==> src/hw/rtl/dpbi_pkg.sv <==
// Package for the double power-by-integer block: constants, controller command and status types.
// Used by dpbi_fmul, dpbi_fdiv, dpbi_ctrl, dpbi_dp and the top level; no dependencies.
package dpbi_pkg;

  localparam logic [63:0] QNAN_BITS = 64'h7FF8_0000_0000_0000;
  localparam logic [63:0] QUIET_BIT = 64'h0008_0000_0000_0000;
  localparam logic [63:0] ONE_BITS  = 64'h3FF0_0000_0000_0000;
  localparam int unsigned ExpWidth  = 32;
  localparam int unsigned DataWidth = 64;

  typedef struct packed {
    logic load;      // capture the input item
    logic start_div; // start the reciprocal
    logic take_div;  // base <= quotient, exponent <= negated exponent
    logic start_mul; // start a multiply
    logic mul_sq;    // 1: square the base, 0: acc times base
    logic take_mul;  // write the product back
    logic shift_e;   // shift the exponent right by one
    logic finish;    // form the result register
  } dpbi_cmd_t;

  typedef struct packed {
    logic special;   // NaN base or zero exponent: no loop
    logic do_recip;  // negative exponent with nonzero base
    logic e_zero;    // exponent exhausted
    logic e_lsb;     // current exponent bit
    logic e_last;    // exponent is one: no further squaring
    logic div_done;
    logic mul_done;
  } dpbi_sts_t;

  function automatic logic is_nan(input logic [63:0] b);
    return (b[62:52] == 11'h7FF) && (b[51:0] != 52'd0);
  endfunction

endpackage

==> src/hw/rtl/dpbi_ctrl.sv <==
// Controller: sequences reciprocal, multiplies and exponent shifts; owns the handshakes.
// Depends on dpbi_pkg.
module dpbi_ctrl import dpbi_pkg::*; (
  input  logic      clk_i,
  input  logic      rst_ni,
  input  logic      in_valid_i,
  output logic      in_ready_o,
  output logic      out_valid_o,
  input  logic      out_ready_i,
  output dpbi_cmd_t cmd_o,
  input  dpbi_sts_t sts_i
);

  localparam logic [3:0] S_IDLE  = 4'd0;
  localparam logic [3:0] S_CHECK = 4'd1;
  localparam logic [3:0] S_DIV   = 4'd2;
  localparam logic [3:0] S_BIT   = 4'd3;
  localparam logic [3:0] S_MULA  = 4'd4;
  localparam logic [3:0] S_SQ    = 4'd5;
  localparam logic [3:0] S_SQW   = 4'd6;
  localparam logic [3:0] S_FIN   = 4'd7;
  localparam logic [3:0] S_OUT   = 4'd8;

  logic [3:0] state_q, state_d;

  always_comb begin
    state_d = state_q;
    cmd_o = '0;
    in_ready_o  = (state_q == S_IDLE) || ((state_q == S_OUT) && out_ready_i);
    out_valid_o = (state_q == S_OUT);
    unique case (state_q)
      S_IDLE, S_OUT: begin
        if (state_q == S_OUT && out_ready_i) state_d = S_IDLE;
        if (in_valid_i && in_ready_o) begin
          cmd_o.load = 1'b1; state_d = S_CHECK;
        end
      end
      S_CHECK: begin
        if (sts_i.special) state_d = S_FIN;
        else if (sts_i.do_recip) begin
          cmd_o.start_div = 1'b1; state_d = S_DIV;
        end else state_d = S_BIT;
      end
      S_DIV: if (sts_i.div_done) begin
        cmd_o.take_div = 1'b1; state_d = S_BIT;
      end
      S_BIT: begin
        if (sts_i.e_zero) state_d = S_FIN;
        else if (sts_i.e_lsb) begin
          cmd_o.start_mul = 1'b1; state_d = S_MULA;
        end else begin
          state_d = S_SQ;
        end
      end
      S_MULA: if (sts_i.mul_done) begin
        cmd_o.take_mul = 1'b1; state_d = S_SQ;
      end
      S_SQ: begin
        if (sts_i.e_last) begin
          cmd_o.shift_e = 1'b1; state_d = S_FIN;
        end else begin
          cmd_o.start_mul = 1'b1; cmd_o.mul_sq = 1'b1; state_d = S_SQW;
        end
      end
      S_SQW: begin
        cmd_o.mul_sq = 1'b1;
        if (sts_i.mul_done) begin
          cmd_o.take_mul = 1'b1; cmd_o.shift_e = 1'b1; state_d = S_BIT;
        end
      end
      S_FIN: begin
        cmd_o.finish = 1'b1; state_d = S_OUT;
      end
      default: state_d = S_IDLE;
    endcase
  end

  always_ff @(posedge clk_i or negedge rst_ni) begin
    if (!rst_ni) begin
      state_q <= S_IDLE;
    end else begin
      state_q <= state_d;
    end
  end

endmodule

==> config.mk <==
export PLATFORM = sky130hd
export DESIGN_NAME = dpbi_ctrl
export DESIGN_NICKNAME = d
export VERILOG_FILES = /design/src/hw/rtl/dpbi_pkg.sv /design/src/hw/rtl/dpbi_ctrl.sv
export SDC_FILE = /design/constraint.sdc
export NUM_CORES = 1
export LEC_CHECK = 0
export BUFFER_PORTS_ARGS = -buffer_cell sky130_fd_sc_hd__buf_2
export CAP_MARGIN = 40
export CORE_AREA = 2 2 39 41
export CTS_BUF_LIST = sky130_fd_sc_hd__clkbuf_16
export CTS_CLUSTER_DIAMETER = 50
export DETAILED_ROUTE_END_ITERATION = 7
export DIE_AREA = 0 0 41 43
export GPL_TIMING_DRIVEN = 0
export PLACE_DENSITY = 0.7
export SYNTH_ARGS = -nofsm -noshare
export SYNTH_HDL_FRONTEND = slang
export SYNTH_SLANG_ARGS = --single-unit
==> constraint.sdc <==
create_clock -name clk_i -period 2.02 [get_ports clk_i]
set_input_delay 0.404 -clock clk_i [delete_from_list [all_inputs] [get_ports clk_i]]
set_output_delay 0.404 -clock clk_i [all_outputs]
set_load 0.005 [all_outputs]
## Word level (Yosys, flattened, before mapping)

Cells that the tools add are included.

| cells by class | value |
|---|---|
| mux-type cells | 29 |
| reductions and logical operators | 6 |
| equality and inequality tests | 12 |

Operator list:

| operator | count |
|---|---|
| 4-bit case mux with 8 select lines | 1 |
| 4-bit 2-to-1 mux | 7 |
| 4-bit by 3-bit equality test with 1-bit output (second input constant) | 4 |
| 1-bit 2-to-1 mux | 15 |
| 4-bit by 2-bit equality test with 1-bit output (second input constant) | 2 |
| 1-bit case mux with 2 select lines | 4 |
| 2-bit != test (second input constant) | 3 |
| 4-bit by 1-bit equality test with 1-bit output (second input constant) | 1 |
| 4-bit equality test (second input constant) | 1 |
| 4-bit zero test | 1 |
| 2-bit 2-to-1 mux | 2 |
| 4-bit AND reduction | 1 |
| 3-bit != test (second input constant) | 1 |
| 1-bit logical AND | 2 |
| 2-bit OR reduction | 1 |
| 1-bit logical OR | 1 |

| storage, ports and cells | value |
|---|---|
| word-level logic and storage cells | 48 |
| register bits | 4 |
| output and inout bits | 10 |
| input port bits | 11 |

## Logic depth before layout (Yosys ltp)

Gate-level depths: netlist (run 1).

| logic depth | value |
|---|---|
| depth after elaboration | 6 |
| depth in mapped cells | 5 |
| mapped depth without buffers | 4 |

## Worst setup path before layout (run 1)

OpenSTA, ideal clock, no wires.

| path | value |
|---|---|
| kind | reg-to-output |
| start | register state_q[0] |
| end | output port cmd_o[3] (netlist bit) |
| cell stages (with the launch flop) | 5 |
| path buffers | 1 |
| path slack | 0.623 ns |
| data required time | 1.616 ns |
| arrival time | 0.993 ns |
| cells stage by stage | dfrtp_1 > buf_6 > inv_4 > or3_1 > a21oi_2 |

RTL lines:

| what | RTL line | source |
|---|---|---|
| start: declaration | dpbi_ctrl.sv:24 | `logic [3:0] state_q, state_d;` |
| start signal: assignment | dpbi_ctrl.sv:82 | `state_q <= state_d;` |
| end: declaration | dpbi_ctrl.sv:10 | `output dpbi_cmd_t cmd_o,` |

==> results of run 1 <==
[cells in the mapped netlist]
library cell / count
a221oi_2: 1
nor2b_4: 1
buf_6: 2
inv_4: 1
a21oi_1: 2
a32oi_1: 1
o21ai_1: 1
a22oi_1: 1
nor2_1: 9
and4_1: 1
inv_1: 2
a31oi_1: 1
or3_1: 1
nor3b_1: 1
nand3_2: 1
o31ai_1: 1
nor3_4: 1
nand2b_1: 3
dfrtp_1: 4
nor2_2: 1
o22ai_1: 1
nor3_1: 2
buf_4: 2
nand2_1: 5
nand3_1: 1
o21ai_0: 2
nand2b_4: 1
and3_1: 1
and2_1: 2
nand3b_1: 1
a21oi_2: 1
nor2b_1: 1
mux2i_1: 1
[worst register-to-register path, stage by stage, from the launching register on]
cell and delay, ps:
dfrtp_1 460, buf_4 210, nor2_2 100, a32oi_1 130, a221oi_2 250
[repair_timing]
item | CTS | global route
endpoints found under the hold margin | 4 | 0
resized for setup | 0 | 0
hold buffers | 1 | 0
[final cells by class]
cell class	instances	area, um2
Fill cell	140	731
Timing Repair Buffer	21	110
Sequential cell	4	100
Clock buffer	3	75.1
Buffer	4	37.5
Multi-Input combinational cell	46	297
Inverter	3	13.8
Tap cell	16	20.0
[per-stage QoR]
step / setup WS [ps] / total power, W / hold WS, ps / std cells / util
after floorplan: 623 / 0.000616 / 108 / 57 / -
after global placement: 501 / 0.000756 / 208 / 93 / 0.410
after detailed placement: 495 / 0.000756 / 210 / 93 / 0.410
after CTS: 263 / 0.00107 / 459 / 97 / 0.472
after global routing: 206 / 0.00114 / 479 / 97 / 0.472
final: 268 / 0.00106 / 461 / 97 / 0.472
[routing by layer]
layer | share of wire | track usage | up-vias
met2 | 0.45 | 0.188 | 14
met5 | 0 | 0 | -
met1 | 0.49 | 0.224 | 231
met3 | 0.060 | 0.0471 | 0
li1 | - | - | 250
met4 | 0 | 0.0800 | 0
[worst max-delay path by stage]
stage	endpoint	cells past startpoint	from	slack [ps]
floorplan	cmd_o[3]	4	state_q[0]	620
CTS	cmd_o[3]	5	state_q[0]	260
global placement	cmd_o[3]	5	state_q[0]	500
finish	cmd_o[3]	5	state_q[0]	270
detailed placement	cmd_o[3]	5	state_q[0]	500
global route	cmd_o[3]	5	state_q[0]	210
[power groups by stage]
| stage | clock, W | sequential [W] | combinational [W] |
|---|---|---|---|
| after floorplan | 0 | 0.000146 | 0.000470 |
| after CTS | 0.000304 | 0.000154 | 0.000610 |
| final | 0.000302 | 0.000153 | 0.000609 |
| after global routing | 0.000310 | 0.000158 | 0.000676 |
| after global placement | 0 | 0.000155 | 0.000601 |
| after detailed placement | 0 | 0.000154 | 0.000602 |
[cell families after synthesis]
| kind of cell | count (synthesis) | share of synthesized area |
|---|---|---|
| buf+inv | 7 | 0.115 |
| flops | 4 | 0.223 |
| mux | 1 | 0.0223 |
| compound gates | 12 | 0.190 |
| simple gates | 33 | 0.450 |
==> flow_metrics.py, run 1 <==
metrics = {
    "critical_path": {
        "cp.required_ps": 1620,
        "r2r_setup_slack_ps": 780,
        "crit_family": "simple AND/OR/NAND/NOR gates",
        "start_kind": "flip-flop",
        "regToRegEndpoint": "state_q[0]",
        "cp-end-kind": "output port",
        "cp_slowest_cell": "or3_1",
        "path_cells": "buf_6, inv_4, or3_1, a21oi_2, buf_2",
        "critPathBufInv": 3,
        "r2r_cells": 4,
        "critical-path-max-stage-delay_ps": 350,
        "regToRegStartpoint": "state_q[1]",
        "worst-setup-path-type": "reg -> out",
        "worstPathArrival_ps": 1350,
        "cp_max_fo": 9,
    },
    "clock_network": {
        "cts_tree": "done",
        "clk_pin_slew_ps": 30,
        "clock_latency_ps": 220,
        "clk_path_buf_depth": 2,
        "cts_buffers": 3,
        "cts_max_level": 1,
        "clkSinkCount": 4,
        "post-cts-setup-buffer-count": 0,
        "clock_tree.root_cell": "clkbuf_16",
    },
    "final_layout": {
        "antenna_cells": 0,
        "top_register": "state_q",
        "syn2layout_area_growth_pct": 45.8,
        "final_area_um2": 653,
        "largestRegisters": "state_q x4",
        "layout_common_cells": "buf_2, nor2_1, nand2_1, dfrtp_1",
        "final_common_cell": "buf_2",
        "layout-drive-gt1-share": 0.432,
        "largest_reg_flops": 4,
        "fin_nets": 94,
    },
    "detailed_routing": {
        "dr_total_vias": 495,
        "routedWlPerCell_um": 10.7,
        "dr.pass1.iters": 4,
        "drc": 0,
        "vias_per_cell": 5.10,
        "totalWireLength_um": 1040,
        "ant_nets": 0,
        "dr.first_iter.drc_count": 7,
    },
    "sta": {
        "fin_crit_ps": 1750,
        "tightest_slew_ps": 255,
        "fmaxAchievable_ghz": 0.571,
        "drv_slew": 0,
        "fin_skew_ps": 0.729,
        "slew_headroom": 0.829,
        "fin_tns_setup_ps": 0,
        "finalHoldViolCount": 0,
        "rsz0062_at_grt": "no",
        "final-setup-viol-count": 0,
        "finalCritPeriodShare": 0.868,
    },
    "synthesis": {
        "synthTopCellsByArea": "dfrtp_1, nor2_1, buf_6, nand2_1, nand2b_1",
        "synth_area_um2": 448,
        "ys_seq_area_frac": 0.223,
        "yosys_warnings": 0,
        "synth_top_area_cell": "dfrtp_1",
        "synth_cell_types": 33,
        "synth_top_area_share": 0.223,
        "ys_ff_latch": 4,
        "netlist_instances": 57,
        "syn_avg_cell_area_um2": 7.86,
        "syn_nets": 68,
    },
    "place": {
        "place.gp.congestion": 0.773,
        "dpl.hpwl_um": 765,
        "place.port_buffers": 20,
        "dpl-instance-area_um2": 568,
    },
    "power_and_ir_drop": {
        "switching_share": 0.391,
        "leakage_nw": 0.322,
        "intPower_w": 0.000648,
        "pwr-share-comb": 0.572,
        "switchingPower_w": 0.000416,
        "vdd_drop_max_uv": 713,
        "power_density_nw_per_um2": 1630,
        "seq_power_share": 0.144,
        "pwr-share-clk": 0.284,
    },
    "global_route": {
        "grt_max_degree": 11,
        "gr-total-overflow": 0,
        "grt_first_pass_wirelength_um": 1770,
        "grt_pass1_vias": 422,
        "gr-usage-all-layers": 0.151,
        "antenna_found_initial": 0,
    },
    "worst_hold_path": {
        "holdPathStages": 3,
        "holdPathEnd": "state_q[0]",
        "hold_path.class": "in -> reg",
        "hold_start": "out_ready_i",
    },
    "floorplanning": {
        "die_h_um": 43,
        "core_um2": 1380,
        "ios": 21,
        "die-area_um2": 1760,
        "die_w_um": 41,
        "fp-row-count": 14,
        "initial_utilization": 0.324,
    },
    "run_status": {
        "status": "complete, no violations",
    },
    "job": {
        "drv_cap": 0,
    },
}
Power figures use the tool's default switching activity.
==> inputs of run 2 (changes only) <==
Clock period 2.02 ns to 2.2 ns, I/O delays scaled along.
==> run 2 against run 1 <==
Via count shrank 1.2%. Critical path depth stayed put. Die area stayed put. Sequential power down 8%. Utilization down 0.72 points. Count of clock-buffer cells in the layout unchanged. Register-to-register slack better by 180 ps. Combinational power shrank 8.4%. Clock skew about the same. Worst setup slack better by 140 ps. Sequential cell count is the same. Cell count down 1.0%.
==> flow_metrics.py, run 2 (same netlist as run 1, synthesis figures left out) <==
metrics = {
    "run_status": {
        "status": "complete, no violations",
    },
    "critical_path": {
        "worstPathArrival_ps": 1350,
        "r2r_setup_slack_ps": 960,
        "path_cells": "buf_6, inv_4, or3_1, a21oi_2, buf_2",
        "cp.required_ps": 1760,
        "r2r_cells": 4,
        "start_kind": "flip-flop",
        "critical-path-max-stage-delay_ps": 350,
        "cp_slowest_cell": "or3_1",
        "cp_max_fo": 9,
        "regToRegStartpoint": "state_q[1]",
        "regToRegEndpoint": "state_q[0]",
        "worst-setup-path-type": "reg -> out",
        "cp-end-kind": "output port",
    },
    "clock_network": {
        "clock_latency_ps": 220,
        "cts_resized": 0,
        "cts_hold_buf": 0,
        "clk_pin_slew_ps": 30,
        "cts_max_level": 1,
        "clk_path_buf_depth": 2,
        "cts_buffers": 3,
        "post-cts-setup-buffer-count": 0,
        "clock_tree.root_cell": "clkbuf_16",
        "clkSinkCount": 4,
        "cts_tree": "done",
    },
    "global_route": {
        "met1_usage": 0.224,
        "use_met3": 0.0471,
        "gr-usage-all-layers": 0.151,
        "grt_first_pass_wirelength_um": 1770,
        "grt_max_degree": 11,
        "grt_pass1_vias": 422,
        "grt.busiest_layer": "met1",
        "grt_util_met2": 0.188,
        "gr-total-overflow": 0,
        "antenna_found_initial": 0,
    },
    "power_and_ir_drop": {
        "switching_share": 0.391,
        "power_density_nw_per_um2": 1520,
        "vdd_drop_max_uv": 654,
        "seq_power_share": 0.144,
        "pwr-share-clk": 0.284,
        "switchingPower_w": 0.000382,
        "intPower_w": 0.000594,
        "leakage_nw": 0.317,
        "pwr-share-comb": 0.572,
        "power_w": 0.000976,
    },
    "place": {
        "dpl-instance-area_um2": 568,
        "place.gp.congestion": 0.773,
        "place.port_buffers": 20,
        "dpl.hpwl_um": 765,
    },
    "final_layout": {
        "final_util": 0.465,
        "layout-drive-gt1-share": 0.438,
        "antenna_cells": 0,
        "syn2layout_area_growth_pct": 43.6,
        "layout_common_cells": "buf_2, nor2_1, nand2_1, dfrtp_1",
        "final_common_cell": "buf_2",
        "fin_nets": 93,
        "largestRegisters": "state_q x4",
        "top_register": "state_q",
        "final_area_um2": 643,
        "largest_reg_flops": 4,
    },
    "detailed_routing": {
        "drc": 0,
        "dr.first_iter.drc_count": 7,
        "vias_per_cell": 5.09,
        "routedWlPerCell_um": 10.8,
        "totalWireLength_um": 1030,
        "dr_total_vias": 489,
        "dr.pass1.iters": 4,
        "ant_nets": 0,
    },
    "sta": {
        "fin_crit_ps": 1790,
        "finalCritPeriodShare": 0.813,
        "tightest_slew_ps": 255,
        "drv_slew": 0,
        "fin_skew_ps": 0.678,
        "final-setup-viol-count": 0,
        "finalHoldViolCount": 0,
        "slew_headroom": 0.829,
        "fmaxAchievable_ghz": 0.559,
        "fin_tns_setup_ps": 0,
        "rsz0062_at_grt": "no",
    },
    "worst_hold_path": {
        "hold_path.class": "in -> async",
    },
    "floorplanning": {
        "die_h_um": 43,
        "fp-row-count": 14,
        "die_w_um": 41,
        "die-area_um2": 1760,
        "ios": 21,
        "core_um2": 1380,
        "initial_utilization": 0.324,
    },
    "job": {
        "drv_cap": 0,
    },
}
[run 2: power by group through the flow]
stage / clock, W / combinational (W) / sequential, W
6_report: 0.000278 / 0.000558 / 0.000140
4_1_cts: 0.000279 / 0.000558 / 0.000141
2_1_floorplan: 0 / 0.000431 / 0.000134
5_1_grt: 0.000285 / 0.000619 / 0.000145
3_5_place_dp: 0 / 0.000552 / 0.000142
3_3_place_gp: 0 / 0.000552 / 0.000142
[run 2: final cells by class]
class | count | area [um2]
well taps | 16 | 20.0
flip-flops and latches | 4 | 100
repair buffers | 20 | 100
fillers | 141 | 741
clock buffers | 3 | 75.1
multi-input cells | 46 | 297
inverters | 3 | 13.8
plain buffers | 4 | 37.5
[run 2: critical path: cells and delay by family, from the launching register on]
family	cells	cell delay [ps]
AND/OR/NAND/NOR	1	350
flip-flops	1	330
buffers and inverters	3	310
AO/OA/AOI/OAI	1	130
[run 2: how the worst max path moves through the flow]
stage	start	end	slack (ps)	depth (start not counted)
after global routing	state_q[0]	cmd_o[3]	350	5
after detailed placement	state_q[0]	cmd_o[3]	640	5
final	state_q[0]	cmd_o[3]	410	5
after CTS	state_q[0]	cmd_o[3]	410	5
after floorplan	state_q[0]	cmd_o[3]	770	4
after global placement	state_q[0]	cmd_o[3]	650	5
[run 2: metrics by stage]
| step | worst slack (ps) | hold slack (ps) | instances |
|---|---|---|---|
| 2_1_floorplan | 767 | 144 | 57 |
| 3_3_place_gp | 645 | 244 | 93 |
| 6_report | 412 | 14.4 | 96 |
| 4_1_cts | 407 | 17.0 | 96 |
| 3_5_place_dp | 639 | 246 | 93 |
| 5_1_grt | 350 | 23.9 | 96 |
[run 2: metal layers]
layer	share of wire	wire length (um)
met5	0	0
met2	0.45	467
met1	0.49	504
met4	0	0
met3	0.060	62
==> inputs of run 3 (changes only) <==
Settings changed: PLACE_DENSITY 0.7 to 0.72.
Clock period 2.2 ns to 1.55 ns, I/O delays scaled along.
==> run 3 against run 2 <==
The run now ends with setup timing left. First-iteration DRC count increased to 3.4 times the previous value. Count of clock-buffer cells in the layout unchanged. Global-route usage increased by 1.4 points. Cell count increased by 6.3%. Critical path depth decreased by 1. Via count increased by 8.6%. Clock skew increased by 0.57 ps. Design area increased by 11%. Highest routed layer unchanged.
==> flow_metrics.py, run 3 (same netlist as run 1, synthesis figures left out) <==
metrics = {
    "worst_hold_path": {
        "hold_path.class": "in -> reg",
    },
    "critical_path": {
        "cp_max_fo": 10,
        "r2r_setup_slack_ps": 240,
        "start_kind": "flip-flop",
        "critical-path-max-stage-delay_ps": 440,
        "r2r_cells": 6,
        "worstPathArrival_ps": 1280,
        "worst-setup-path-type": "reg -> out",
        "regToRegEndpoint": "state_q[0]",
        "path_cells": "buf_4, nand3b_1, a21oi_2, buf_2",
        "crit_start": "state_q[1]",
        "cp-end-kind": "output port",
        "cp_slowest_cell": "dfrtp_2",
        "regToRegStartpoint": "state_q[2]",
        "cp-endpoint": "cmd_o[1]",
        "cp.required_ps": 1240,
    },
    "detailed_routing": {
        "drc": 0,
        "dr.first_iter.drc_count": 24,
        "vias_per_cell": 5.21,
        "dr.pass1.iters": 4,
        "routedWlPerCell_um": 11.9,
        "dr_total_vias": 531,
        "ant_nets": 0,
        "totalWireLength_um": 1210,
    },
    "power_and_ir_drop": {
        "pwr-share-comb": 0.618,
        "seq_power_share": 0.127,
        "leakage_nw": 0.343,
        "vdd_drop_max_uv": 1230,
        "pwr-share-clk": 0.255,
        "intPower_w": 0.000941,
        "power_density_nw_per_um2": 2150,
        "switching_share": 0.390,
        "switchingPower_w": 0.000603,
    },
    "global_route": {
        "gr-usage-all-layers": 0.164,
        "gr-total-overflow": 0,
        "antenna_found_initial": 0,
        "grt_pass1_vias": 486,
        "grt_max_degree": 11,
        "grt_first_pass_wirelength_um": 1930,
    },
    "final_layout": {
        "fin_nets": 99,
        "layout-drive-gt1-share": 0.547,
        "antenna_cells": 0,
        "largestRegisters": "state_q x4",
        "layout_common_cells": "buf_2, nor2_1, buf_4, nand2_1",
        "syn2layout_area_growth_pct": 60.1,
        "top_register": "state_q",
        "layoutNonFillerInstCount": 102,
        "largest_reg_flops": 4,
        "final_common_cell": "buf_2",
    },
    "floorplanning": {
        "die_h_um": 43,
        "die_w_um": 41,
        "core_um2": 1380,
        "initial_utilization": 0.324,
        "die-area_um2": 1760,
        "ios": 21,
        "fp-row-count": 14,
    },
    "sta": {
        "rsz0062_at_grt": "yes",
        "fin_crit_ps": 1590,
        "drv_slew": 0,
        "finalHoldViolCount": 0,
        "fin_hold_ws_ps": 368,
        "tightest_slew_ps": 258,
        "fmaxAchievable_ghz": 0.630,
        "final-setup-viol-count": 2,
        "fin_skew_ps": 1.25,
        "setup_slack_ps": -36.7,
        "finalCritPeriodShare": 1.02,
        "slew_headroom": 0.828,
    },
    "clock_network": {
        "clk_pin_slew_ps": 30,
        "cts_buffers": 3,
        "cts_tree": "done",
        "cts_max_level": 1,
        "clock_tree.root_cell": "clkbuf_16",
        "clkSinkCount": 4,
        "clock_latency_ps": 220,
        "clk_path_buf_depth": 2,
    },
    "place": {
        "place.gp.congestion": 0.807,
        "place_inst": 93,
        "place.port_buffers": 20,
        "dpl.hpwl_um": 836,
    },
    "run_status": {
        "violations": "setup timing",
        "status": "finished with violations",
    },
    "job": {
        "drv_cap": 0,
    },
}
## run 3: changes by cell type in the layout (fill, tap and decap cells not counted), sizes merged
cell,change
dlygate4sd3,+1
buf,+5
inv,-1
clkinvlp,+1
## run 3: timing repair
action	CTS	global route
pin swaps	2	4
setup endpoints to repair	4	9
gates resized for setup	2	6
hold buffers	1	0
buffers inserted	2	3
hold endpoints to repair	4	0
## run 3: cell type report
cell class	count	area, um2
flip-flops and latches	4	101
inverters	3	17.5
fillers	132	667
clock buffers	3	75.1
multi-input cells	46	318
repair buffers	26	148
plain buffers	4	37.5
well taps	16	20.0
## run 3: critical path: cells and delay by family, from the launching register on
| kind | cells | cell delay, ps |
|---|---|---|
| AOI/OAI and AO/OA | 1 | 130 |
| DFF | 1 | 440 |
| and+or+nand+nor | 1 | 180 |
| buffers and inverters | 2 | 310 |
## run 3: how the worst min path moves through the flow
stage,from,cells past startpoint,slack (ps),endpoint
after floorplan,rst_ni,0,10,state_q[0]
after global placement,rst_ni,1,120,state_q[3]
after detailed placement,rst_ni,1,120,state_q[2]
after CTS,out_ready_i,3,360,state_q[0]
after global routing,out_ready_i,3,380,state_q[0]
final,out_ready_i,3,370,state_q[0]
## run 3: per-layer routing
layer,track usage,vias to the layer above,part of all wire
li1,-,258,-
met4,0.100,0,0
met5,0,-,0
met1,0.206,257,0.43
met2,0.247,16,0.53
met3,0.0314,0,0.042
## run 3: metrics by stage
| stage | setup slack, ps | cell area (um2) | TNS, ps | total power [W] | utilization |
|---|---|---|---|---|---|
| after floorplan | 247 | 448 | 0 | 0.000802 | - |
| after global routing | -59.4 | 717 | -252 | 0.00165 | 0.518 |
| after detailed placement | 116 | 568 | 0 | 0.000988 | 0.410 |
| final | -36.7 | 717 | -66.3 | 0.00154 | 0.518 |
| after CTS | -35.7 | 674 | -41.0 | 0.00144 | 0.487 |
| after global placement | 124 | 568 | 0 | 0.000982 | 0.410 |
## run 3: power groups by stage
stage | Sequential, W | Clock [W] | Combinational, W
6_report | 0.000196 | 0.000394 | 0.000954
3_3_place_gp | 0.000201 | 0 | 0.000780
3_5_place_dp | 0.000200 | 0 | 0.000789
5_1_grt | 0.000199 | 0.000412 | 0.00104
2_1_floorplan | 0.000191 | 0 | 0.000612
4_1_cts | 0.000195 | 0.000401 | 0.000848
